<file path="src/hdl/imh_pkg.sv">
`timescale 1ns / 1ps
package imh_pkg;

  localparam int VAL_W  = 10;
  localparam int VIDS   = 1024;
  localparam int CNT_W  = 11;
  localparam int STAT_W = 3;

  typedef enum logic [1:0] {
    CMD_INSERT   = 2'd0,
    CMD_EXTRACT  = 2'd1,
    CMD_DECREASE = 2'd2,
    CMD_NOP      = 2'd3
  } cmd_t;

  localparam logic [STAT_W-1:0] ST_OK     = 3'd0;
  localparam logic [STAT_W-1:0] ST_FULL   = 3'd1;
  localparam logic [STAT_W-1:0] ST_EMPTY  = 3'd2;
  localparam logic [STAT_W-1:0] ST_LARGER = 3'd3;
  localparam logic [STAT_W-1:0] ST_ABSENT = 3'd4;

  typedef enum logic [4:0] {
    S_CLEAR,
    S_IDLE,
    S_DISPATCH,
    S_INS_WRITE,
    S_EXT_RD_LAST,
    S_EXT_WAIT_LAST,
    S_EXT_WRITE_ROOT,
    S_DEC_RD_MAP,
    S_DEC_WAIT_MAP,
    S_DEC_RD_POS,
    S_DEC_WAIT_POS,
    S_DEC_CHECK,
    S_UP_RD,
    S_UP_WAIT,
    S_UP_CMP,
    S_DN_RD_L,
    S_DN_RD_R,
    S_DN_WAIT,
    S_DN_CMP,
    S_SWAP_A,
    S_SWAP_B,
    S_ROOT_RD,
    S_ROOT_WAIT,
    S_DONE,
    S_OUT
  } state_t;

  // controller -> datapath
  typedef struct packed {
    logic       clear_step;
    logic       capture_in;
    logic       ins_begin;      // count++, cur = count, write new entry
    logic       ext_begin;      // latch root as extracted, clear its map entry
    logic       rd_last;        // read heap[count]
    logic       wr_root_last;   // write last entry to root, count--, cur = 1
    logic       ext_to_empty;   // count = 0
    logic       rd_map;
    logic       rd_pos;         // read heap[map result]
    logic       dec_write;      // write new key at cur
    logic       rd_parent;
    logic       rd_left;
    logic       rd_right;
    logic       cap_left;
    logic       cap_right;
    logic       cap_cur;        // set on insert write; the datapath does not read it
    logic       swap_a;         // write partner data at cur
    logic       swap_b;         // write cur data at partner, cur = partner
    logic       rd_root;
    logic       cap_root;
    logic [STAT_W-1:0] set_status;
    logic       status_we;
    logic       out_load;
  } ctl_t;

  // datapath -> controller
  typedef struct packed {
    logic clear_done;
    logic full;
    logic empty;
    logic one_left;
    logic cur_is_root;
    logic parent_less;   // heap[cur] < heap[parent]
    logic has_left;
    logic has_right;
    logic down_swap;     // a child is smaller
    logic dec_absent;
    logic dec_larger;
  } sts_t;

endpackage

</file>
<file path="src/hdl/imh_ctrl.sv">
`timescale 1ns / 1ps
module imh_ctrl
  import imh_pkg::*;
(
  input  logic   clk,
  input  logic   rst_n,
  input  logic   in_valid,
  output logic   in_stall,
  input  logic   out_stall,
  output logic   out_valid,
  input  cmd_t   cmd,
  input  sts_t   sts,
  output ctl_t   ctl
);
  state_t state_r, state_nxt;
  logic   dec_mode_r, dec_mode_nxt;
  logic   out_valid_r, out_valid_nxt;

  always_ff @(posedge clk) begin
    if (!rst_n) begin
      state_r     <= S_CLEAR;
      dec_mode_r  <= 1'b0;
      out_valid_r <= 1'b0;
    end else begin
      state_r     <= state_nxt;
      dec_mode_r  <= dec_mode_nxt;
      out_valid_r <= out_valid_nxt;
    end
  end

  assign out_valid = out_valid_r;
  assign in_stall  = (state_r != S_IDLE);

  always_comb begin
    state_nxt    = state_r;
    dec_mode_nxt = dec_mode_r;
    case (state_r)
      S_CLEAR:   if (sts.clear_done) state_nxt = S_IDLE;
      S_IDLE:    if (in_valid) state_nxt = S_DISPATCH;
      S_DISPATCH: begin
        case (cmd)
          CMD_INSERT:   state_nxt = sts.full ? S_ROOT_RD : S_INS_WRITE;
          CMD_EXTRACT: begin
            if (sts.empty) state_nxt = S_ROOT_RD;
            else if (sts.one_left) state_nxt = S_ROOT_RD;
            else state_nxt = S_EXT_RD_LAST;
          end
          CMD_DECREASE: state_nxt = S_DEC_RD_MAP;
          default:      state_nxt = S_ROOT_RD;
        endcase
      end
      S_INS_WRITE:      state_nxt = S_UP_RD;
      S_EXT_RD_LAST:    state_nxt = S_EXT_WAIT_LAST;
      S_EXT_WAIT_LAST:  state_nxt = S_EXT_WRITE_ROOT;
      S_EXT_WRITE_ROOT: begin
        dec_mode_nxt = 1'b1;
        state_nxt    = S_DN_RD_L;
      end
      S_DEC_RD_MAP:   state_nxt = S_DEC_WAIT_MAP;
      S_DEC_WAIT_MAP: state_nxt = S_DEC_RD_POS;
      S_DEC_RD_POS:   state_nxt = S_DEC_WAIT_POS;
      S_DEC_WAIT_POS: state_nxt = S_DEC_CHECK;
      S_DEC_CHECK: begin
        if (sts.dec_absent || sts.dec_larger) state_nxt = S_ROOT_RD;
        else state_nxt = S_UP_RD;
      end
      S_UP_RD: begin
        dec_mode_nxt = 1'b0;
        state_nxt = sts.cur_is_root ? S_ROOT_RD : S_UP_WAIT;
      end
      S_UP_WAIT: state_nxt = S_UP_CMP;
      S_UP_CMP:  state_nxt = sts.parent_less ? S_SWAP_A : S_ROOT_RD;
      S_DN_RD_L: state_nxt = sts.has_left ? S_DN_RD_R : S_ROOT_RD;
      S_DN_RD_R: state_nxt = S_DN_WAIT;
      S_DN_WAIT: state_nxt = S_DN_CMP;
      S_DN_CMP:  state_nxt = sts.down_swap ? S_SWAP_A : S_ROOT_RD;
      S_SWAP_A:  state_nxt = S_SWAP_B;
      S_SWAP_B:  state_nxt = dec_mode_r ? S_DN_RD_L : S_UP_RD;
      S_ROOT_RD:   state_nxt = S_ROOT_WAIT;
      S_ROOT_WAIT: state_nxt = S_DONE;
      S_DONE:      state_nxt = S_OUT;
      S_OUT:       if (!out_valid_r || !out_stall) state_nxt = S_IDLE;
      default:     state_nxt = S_IDLE;
    endcase
  end

  always_comb begin
    ctl = '0;
    out_valid_nxt = out_valid_r && out_stall;
    case (state_r)
      S_CLEAR: ctl.clear_step = 1'b1;
      S_IDLE:  ctl.capture_in = in_valid;
      S_DISPATCH: begin
        ctl.status_we  = 1'b1;
        ctl.set_status = ST_OK;
        case (cmd)
          CMD_INSERT: begin
            if (sts.full) ctl.set_status = ST_FULL;
            else ctl.ins_begin = 1'b1;
          end
          CMD_EXTRACT: begin
            if (sts.empty) ctl.set_status = ST_EMPTY;
            else begin
              ctl.ext_begin = 1'b1;
              ctl.ext_to_empty = sts.one_left;
            end
          end
          default: ;
        endcase
      end
      S_INS_WRITE:      ctl.cap_cur = 1'b1;
      S_EXT_RD_LAST:    ctl.rd_last = 1'b1;
      S_EXT_WRITE_ROOT: ctl.wr_root_last = 1'b1;
      S_DEC_RD_MAP:     ctl.rd_map = 1'b1;
      S_DEC_RD_POS:     ctl.rd_pos = 1'b1;
      S_DEC_CHECK: begin
        if (sts.dec_absent) begin
          ctl.status_we = 1'b1; ctl.set_status = ST_ABSENT;
        end else if (sts.dec_larger) begin
          ctl.status_we = 1'b1; ctl.set_status = ST_LARGER;
        end else begin
          ctl.dec_write = 1'b1;
        end
      end
      S_UP_RD:   ctl.rd_parent = 1'b1;
      S_UP_WAIT: ctl.cap_left = 1'b1;
      S_DN_RD_L: ctl.rd_left = 1'b1;
      S_DN_RD_R: begin
        ctl.rd_right = 1'b1;
        ctl.cap_left = 1'b1;
      end
      S_DN_WAIT: ctl.cap_right = 1'b1;
      S_DN_CMP:  ;
      S_SWAP_A:  ctl.swap_a = 1'b1;
      S_SWAP_B:  ctl.swap_b = 1'b1;
      S_ROOT_RD: ctl.rd_root = 1'b1;
      S_ROOT_WAIT: ctl.cap_root = 1'b1;
      S_DONE:    ;
      S_OUT: begin
        if (!out_valid_r || !out_stall) begin
          ctl.out_load  = 1'b1;
          out_valid_nxt = 1'b1;
        end
      end
      default: ;
    endcase
  end
endmodule

</file>
<file path="config.mk">
export PLATFORM = sky130hd
export DESIGN_NAME = imh_ctrl
export DESIGN_NICKNAME = d
export VERILOG_FILES = /design/src/hdl/imh_pkg.sv /design/src/hdl/imh_ctrl.sv
export SDC_FILE = /design/constraint.sdc
export NUM_CORES = 1
export LEC_CHECK = 0
export BUFFER_PORTS_ARGS = -buffer_cell sky130_fd_sc_hd__buf_2
export CAP_MARGIN = 40
export CELL_PAD_IN_SITES_DETAIL_PLACEMENT = 0
export CELL_PAD_IN_SITES_GLOBAL_PLACEMENT = 2
export CORE_UTILIZATION = 24
export DETAILED_ROUTE_END_ITERATION = 7
export PLACE_DENSITY = 0.92
export SYNTH_ARGS = -nofsm -noshare
export SYNTH_HDL_FRONTEND = slang
export SYNTH_SLANG_ARGS = --single-unit
</file>
<file path="constraint.sdc">
create_clock -name clk -period 1.67 [get_ports clk]
set_input_delay 0.167 -clock clk [delete_from_list [all_inputs] [get_ports clk]]
set_output_delay 0.167 -clock clk [all_outputs]
set_load 0.02 [all_outputs]
</file>
---- Word-level counts from Yosys, hierarchy flattened ----
Index checks and enable logic that the tools add are counted.
storage, ports and cells
  register bits ........................... 7
  latch bits .............................. 0
  RAM bits ................................ 0
  memory bits (read-only) ................. 0
  memories kept ........................... 0
operators by class
  add/subtract/negate cells ............... 0
  multiply operators ...................... 0
  divide/modulo/power cells ............... 0
  magnitude comparators ................... 0
  equality and inequality tests ........... 30
  shift-type cells ........................ 0
  multiplexer cells ....................... 52
  bitwise logic cells ..................... 0
  reductions and logical operators ........ 10
operators by type and width
  cell                                                                      count
  5-bit case mux with 25 select lines                                       1
  5-bit equality test (second input constant)                               9
  5-bit by 4-bit equality test with 1-bit output (second input constant)    8
  5-bit 2-to-1 mux                                                          8
  1-bit 2-to-1 mux                                                          31
  5-bit by 3-bit equality test with 1-bit output (second input constant)    4
  5-bit case mux with 3 select lines                                        1
  3-bit 2-to-1 mux                                                          4
  5-bit by 2-bit equality test with 1-bit output (second input constant)    2
  4-bit case mux with 2 select lines                                        1
  2-bit 2-to-1 mux                                                          3
  2-bit inequality test (second input constant)                             3
  5-bit by 1-bit equality test with 1-bit output (second input constant)    1
  5-bit zero test                                                           1
  5-bit by 1-bit inequality test with 1-bit output (second input constant)  1
  4-bit 2-to-1 mux                                                          1
  2-bit case mux with 2 select lines                                        1
  3-bit AND reduction                                                       1
  2-bit by 1-bit equality test with 1-bit output (second input constant)    1
  2-bit equality test (second input constant)                               1
  1-bit zero test                                                           2
  2-bit zero test                                                           1
  1-bit logical OR                                                          2
  1-bit case mux with 2 select lines                                        1
  other kinds (3)                                                           3

---- Logic depth before layout (Yosys ltp) ----
  word-level depth ........................ 4
  mapped depth ............................ 6

---- Worst setup path before layout ----
No wires, ideal clock.
  path kind ............................... register -> register
  start ................................... register state_r[1]
  end ..................................... register state_r[3]
  library setup time ...................... 0.062 ns
  arrival time ............................ 1.694 ns
  slack ................................... -0.086 ns
  cell stages (with the launch flop) ...... 5
  buffers on the path ..................... 1
  clock period less this slack ............ 1.756 ns
  cells stage by stage .................... dfxtp_1 buf_2 nand3b_1 nor4_1 o41a_1
on the way
  cells in the longest elaborated chain, start to end .. 3
RTL lines
  item                                                                         RTL line        RTL
  from (decl)                                                                  imh_ctrl.sv:15  state_t state_r, state_nxt;
  from (signal assigned)                                                       imh_ctrl.sv:25  state_r <= state_nxt;
  branches (longest 3 deep; another with 5-bit case mux with 25 select lines)  n/a
Several ways; the timed one is not identified.
A chain may end at the register's enable or synchronous reset.

==> impl_metrics.tcl <==
set metrics [dict create \
    outcome "finished, violations left" \
    violations "negative setup slack" \
    worstPathArrival_ps 1530 \
    finalCritPeriodShare_pct 102 \
    postLayoutCoreUtil_pct 40.6 \
    ant_nets 0 \
    grt_max_degree 18 \
    critical_path_class "reg2out" \
    place_ws_ps 104 \
    portBuffers 42 \
    cpPeakStageDelay_ps 350 \
    area_delta_synth_final_pct 56.0 \
    path_cells "or2_4 > nor3_4 > buf_4 > a32o_2 > buf_6" \
    tns_ps -27.0 \
    synthMuxAreaShare_pct 2.15 \
    start_util_pct 26.1 \
    use_met1_pct 22.3 \
    post-dp-hpwl_um 2560 \
    cts_tree "yes" \
    vias_per_cell 5.08 \
    firstDrtPassIters 4 \
    cts.path.max_buffers 2 \
    netlist_area_sq_um 990 \
    skew_ps 2.50 \
    final-setup-viol-count 1 \
    gp_congestion 0.951 \
    use_met2_pct 24.1 \
    routed_wl_um 3270 \
    place_area_sq_mm 0.00136 \
    yosysSeqAreaShare_pct 14.2 \
    rsz0062_at_grt "true" \
    die_h_um 66.2 \
    finalHoldViolCount 0 \
    cap_violations 0 \
    synth_cell_types 45 \
    critPathLaunchType "flop" \
    synth_cells 148 \
    grt_use_total_pct 15.4 \
    synth_xor_area_share_pct 0 \
    routedWlPerCell_um 12.8 \
    grt_antenna_before_repair 0 \
    grt_pass1_wl_um 5290 \
    drv_slew 0 \
    post-route-cell-area_sq_mm 0.00154 \
    cts_root_buf "clkbuf_8" \
    hp-start "rst_n" \
    clkLatencyLatePin_ps 220 \
    crit_path_top_delay_cell "dfxtp_4" \
    coreArea_sq_mm 0.00380 \
    diodes 0 \
    synth_top_family_by_area "simple AND/OR/NAND/NOR gates" \
    crit_required_ps 1500 \
    fin_nets 230 \
    grt_pass1_vias 1145 \
    use_met3_pct 2.93 \
    power.total_uw 1100 \
    power.density_mw_per_mm2 714 \
    synth_warnings 0 \
    drc 0 \
    synth-simple-area-share_pct 43.1 \
    path_max_fanout 4 \
    reg2reg_from "state_r[1]" \
    synth_edf_count 0 \
    htreeDepth 1 \
    synth-compound-area-share_pct 27.6 \
    tightest_slew_ps 380 \
    die_w_um 66.2 \
    io_pins 44 \
    grt_overflow 0 \
    crit_path_end_kind "primary output" \
    synth_seq_cells 7 \
    drive_above_1_share_pct 45.7 \
    num_rows 22 \
    cp-startpoint "state_r[3]" \
    fmax_mhz 589 \
    avgSynthCellArea_sq_um 6.69 \
    design.die.area_sq_mm 0.00438 \
    drtIter0Drc 109 \
    slew-limit-headroom_pct 74.3 \
    fin_ws_ps -27.0 \
    syn_nets 169 \
    ir_drop_mv 0.233 \
    cts_buffers 3 \
    synth-adder-area-share_pct 5.06 \
    top_usage_layer "met2" \
    p_leak_uw 0.000683 \
    async_flop_share_pct 0 \
    numClockSinks 7 \
    period_needed_ps 1700 \
    clk_pin_slew_ps 40 \
    synth_flop_cell "dfxtp_1" \
    route.vias.total 1300 \
    hp-class "in2reg" \
]
## final cells by class
| type | count | area (sq um) |
|---|---|---|
| well taps | 48 | 60.1 |
| repair buffers | 66 | 439 |
| inverters | 5 | 18.8 |
| multi-input cells | 126 | 830 |
| flip-flops and latches | 7 | 151 |
| fillers | 428 | 2250 |
| clock buffers | 4 | 45.0 |
## path summary, 6_finish.rpt
path | to | slack, ps | cells past startpoint
max | ctl[3] | -30 | 5
min | state_r[3] | 230 | 2
max reg2reg | state_r[1] | 110 | 5
min reg2reg | dec_mode_r | 530 | 2
## kinds of logic (layout without fill, tap and decap cells)
| group | after synthesis | in the layout |
|---|---|---|
| flip-flops | 7 | 7 |
| AO/OA/AOI/OAI | 38 | 38 |
| AND/OR/NAND/NOR | 82 | 82 |
| buffers and inverters | 15 | 75 |
| multiplexers | 2 | 2 |
| adder cells (fa/ha/maj) | 4 | 4 |
## sequential cells by signal, indices dropped and copies added, names as in the netlist
name and flops:
out_valid 1, dec_mode_r 1, state_r 5
## critical path: cells and delay by family (launching register included)
family	cells	cell delay [ps]
AO/OA/AOI/OAI	1	160
buffers and inverters	2	280
flip-flops	1	350
AND/OR/NAND/NOR	2	510
## synthesized netlist by cell type, types with 2 or more instances
| cell type | n | share of area (%) |
|---|---|---|
| a21boi_0 | 2 | 1.5 |
| a21oi_1 | 10 | 5.1 |
| a22oi_1 | 2 | 1.5 |
| a32o_1 | 3 | 3.0 |
| a32oi_1 | 2 | 1.8 |
| buf_2 | 6 | 3.0 |
| buf_4 | 2 | 1.5 |
| dfxtp_1 | 7 | 14 |
| ha_1 | 4 | 5.1 |
| inv_1 | 5 | 1.9 |
| nand2_1 | 11 | 4.2 |
| nand2b_1 | 8 | 5.1 |
| nand3_1 | 5 | 2.5 |
| nand3b_1 | 2 | 1.5 |
| nand4_1 | 2 | 1.3 |
| nor2_1 | 28 | 11 |
| nor2b_1 | 3 | 1.9 |
| nor3_1 | 6 | 3.0 |
| nor3b_1 | 2 | 1.5 |
| o21a_1 | 2 | 1.5 |
| o21ai_0 | 4 | 2.0 |
| o32ai_1 | 2 | 1.8 |
| o41a_1 | 3 | 3.4 |
| or2_2 | 3 | 1.9 |
| or3_1 | 4 | 2.5 |
## cell usage in the layout, fill, tap and decap left out, types with 2 or more instances in the layout
cell and count:
nor2_2 2, o41a_1 3, a22oi_1 2, a21boi_0 2
nand3_1 4, nand4_1 2, a21oi_1 9, nand2b_1 6
dfxtp_4 2, dfxtp_1 2, or2_4 2, nand2_1 9
nand2_2 2, nor2b_1 3, nand3b_1 2, or2_2 2
ha_1 4, nor3_1 5, clkbuf_8 3, dfxtp_2 3
nor2_1 26, o21ai_0 4, or3_1 4, buf_4 25
o32ai_1 2, buf_2 35, o21a_1 2, buf_6 5
inv_1 5, a32o_1 2, nor3b_2 2, a32oi_1 2
## per-layer routing
metal | up-vias | routed length [um]
met5 | - | 0
li1 | 660 | -
met1 | 588 | 1520
met3 | 2 | 250
met2 | 50 | 1480
met4 | 0 | 17
## power breakdown
part | switching (uW) | internal, uW
Clock | 73.4 | 165
Combinational | 348 | 289
Sequential | 31.3 | 196
## stage by stage
stage	std cells	hold slack [ps]
6_report	256	230
5_1_grt	256	241
4_1_cts	253	233
3_5_place_dp	246	474
3_3_place_gp	246	471
2_1_floorplan	148	295
## what timing repair did
action / in CTS / in global routing
endpoints found under the setup margin: 12 / 13
setup buffers: 3 / 3
hold buffers: 0 / 0
gates resized for setup: 15 / 18
hold endpoints to repair: 0 / 0
cloned: 0 / 0
pin swaps: 5 / 7
No activity file was read; power rests on OpenSTA's default activity.
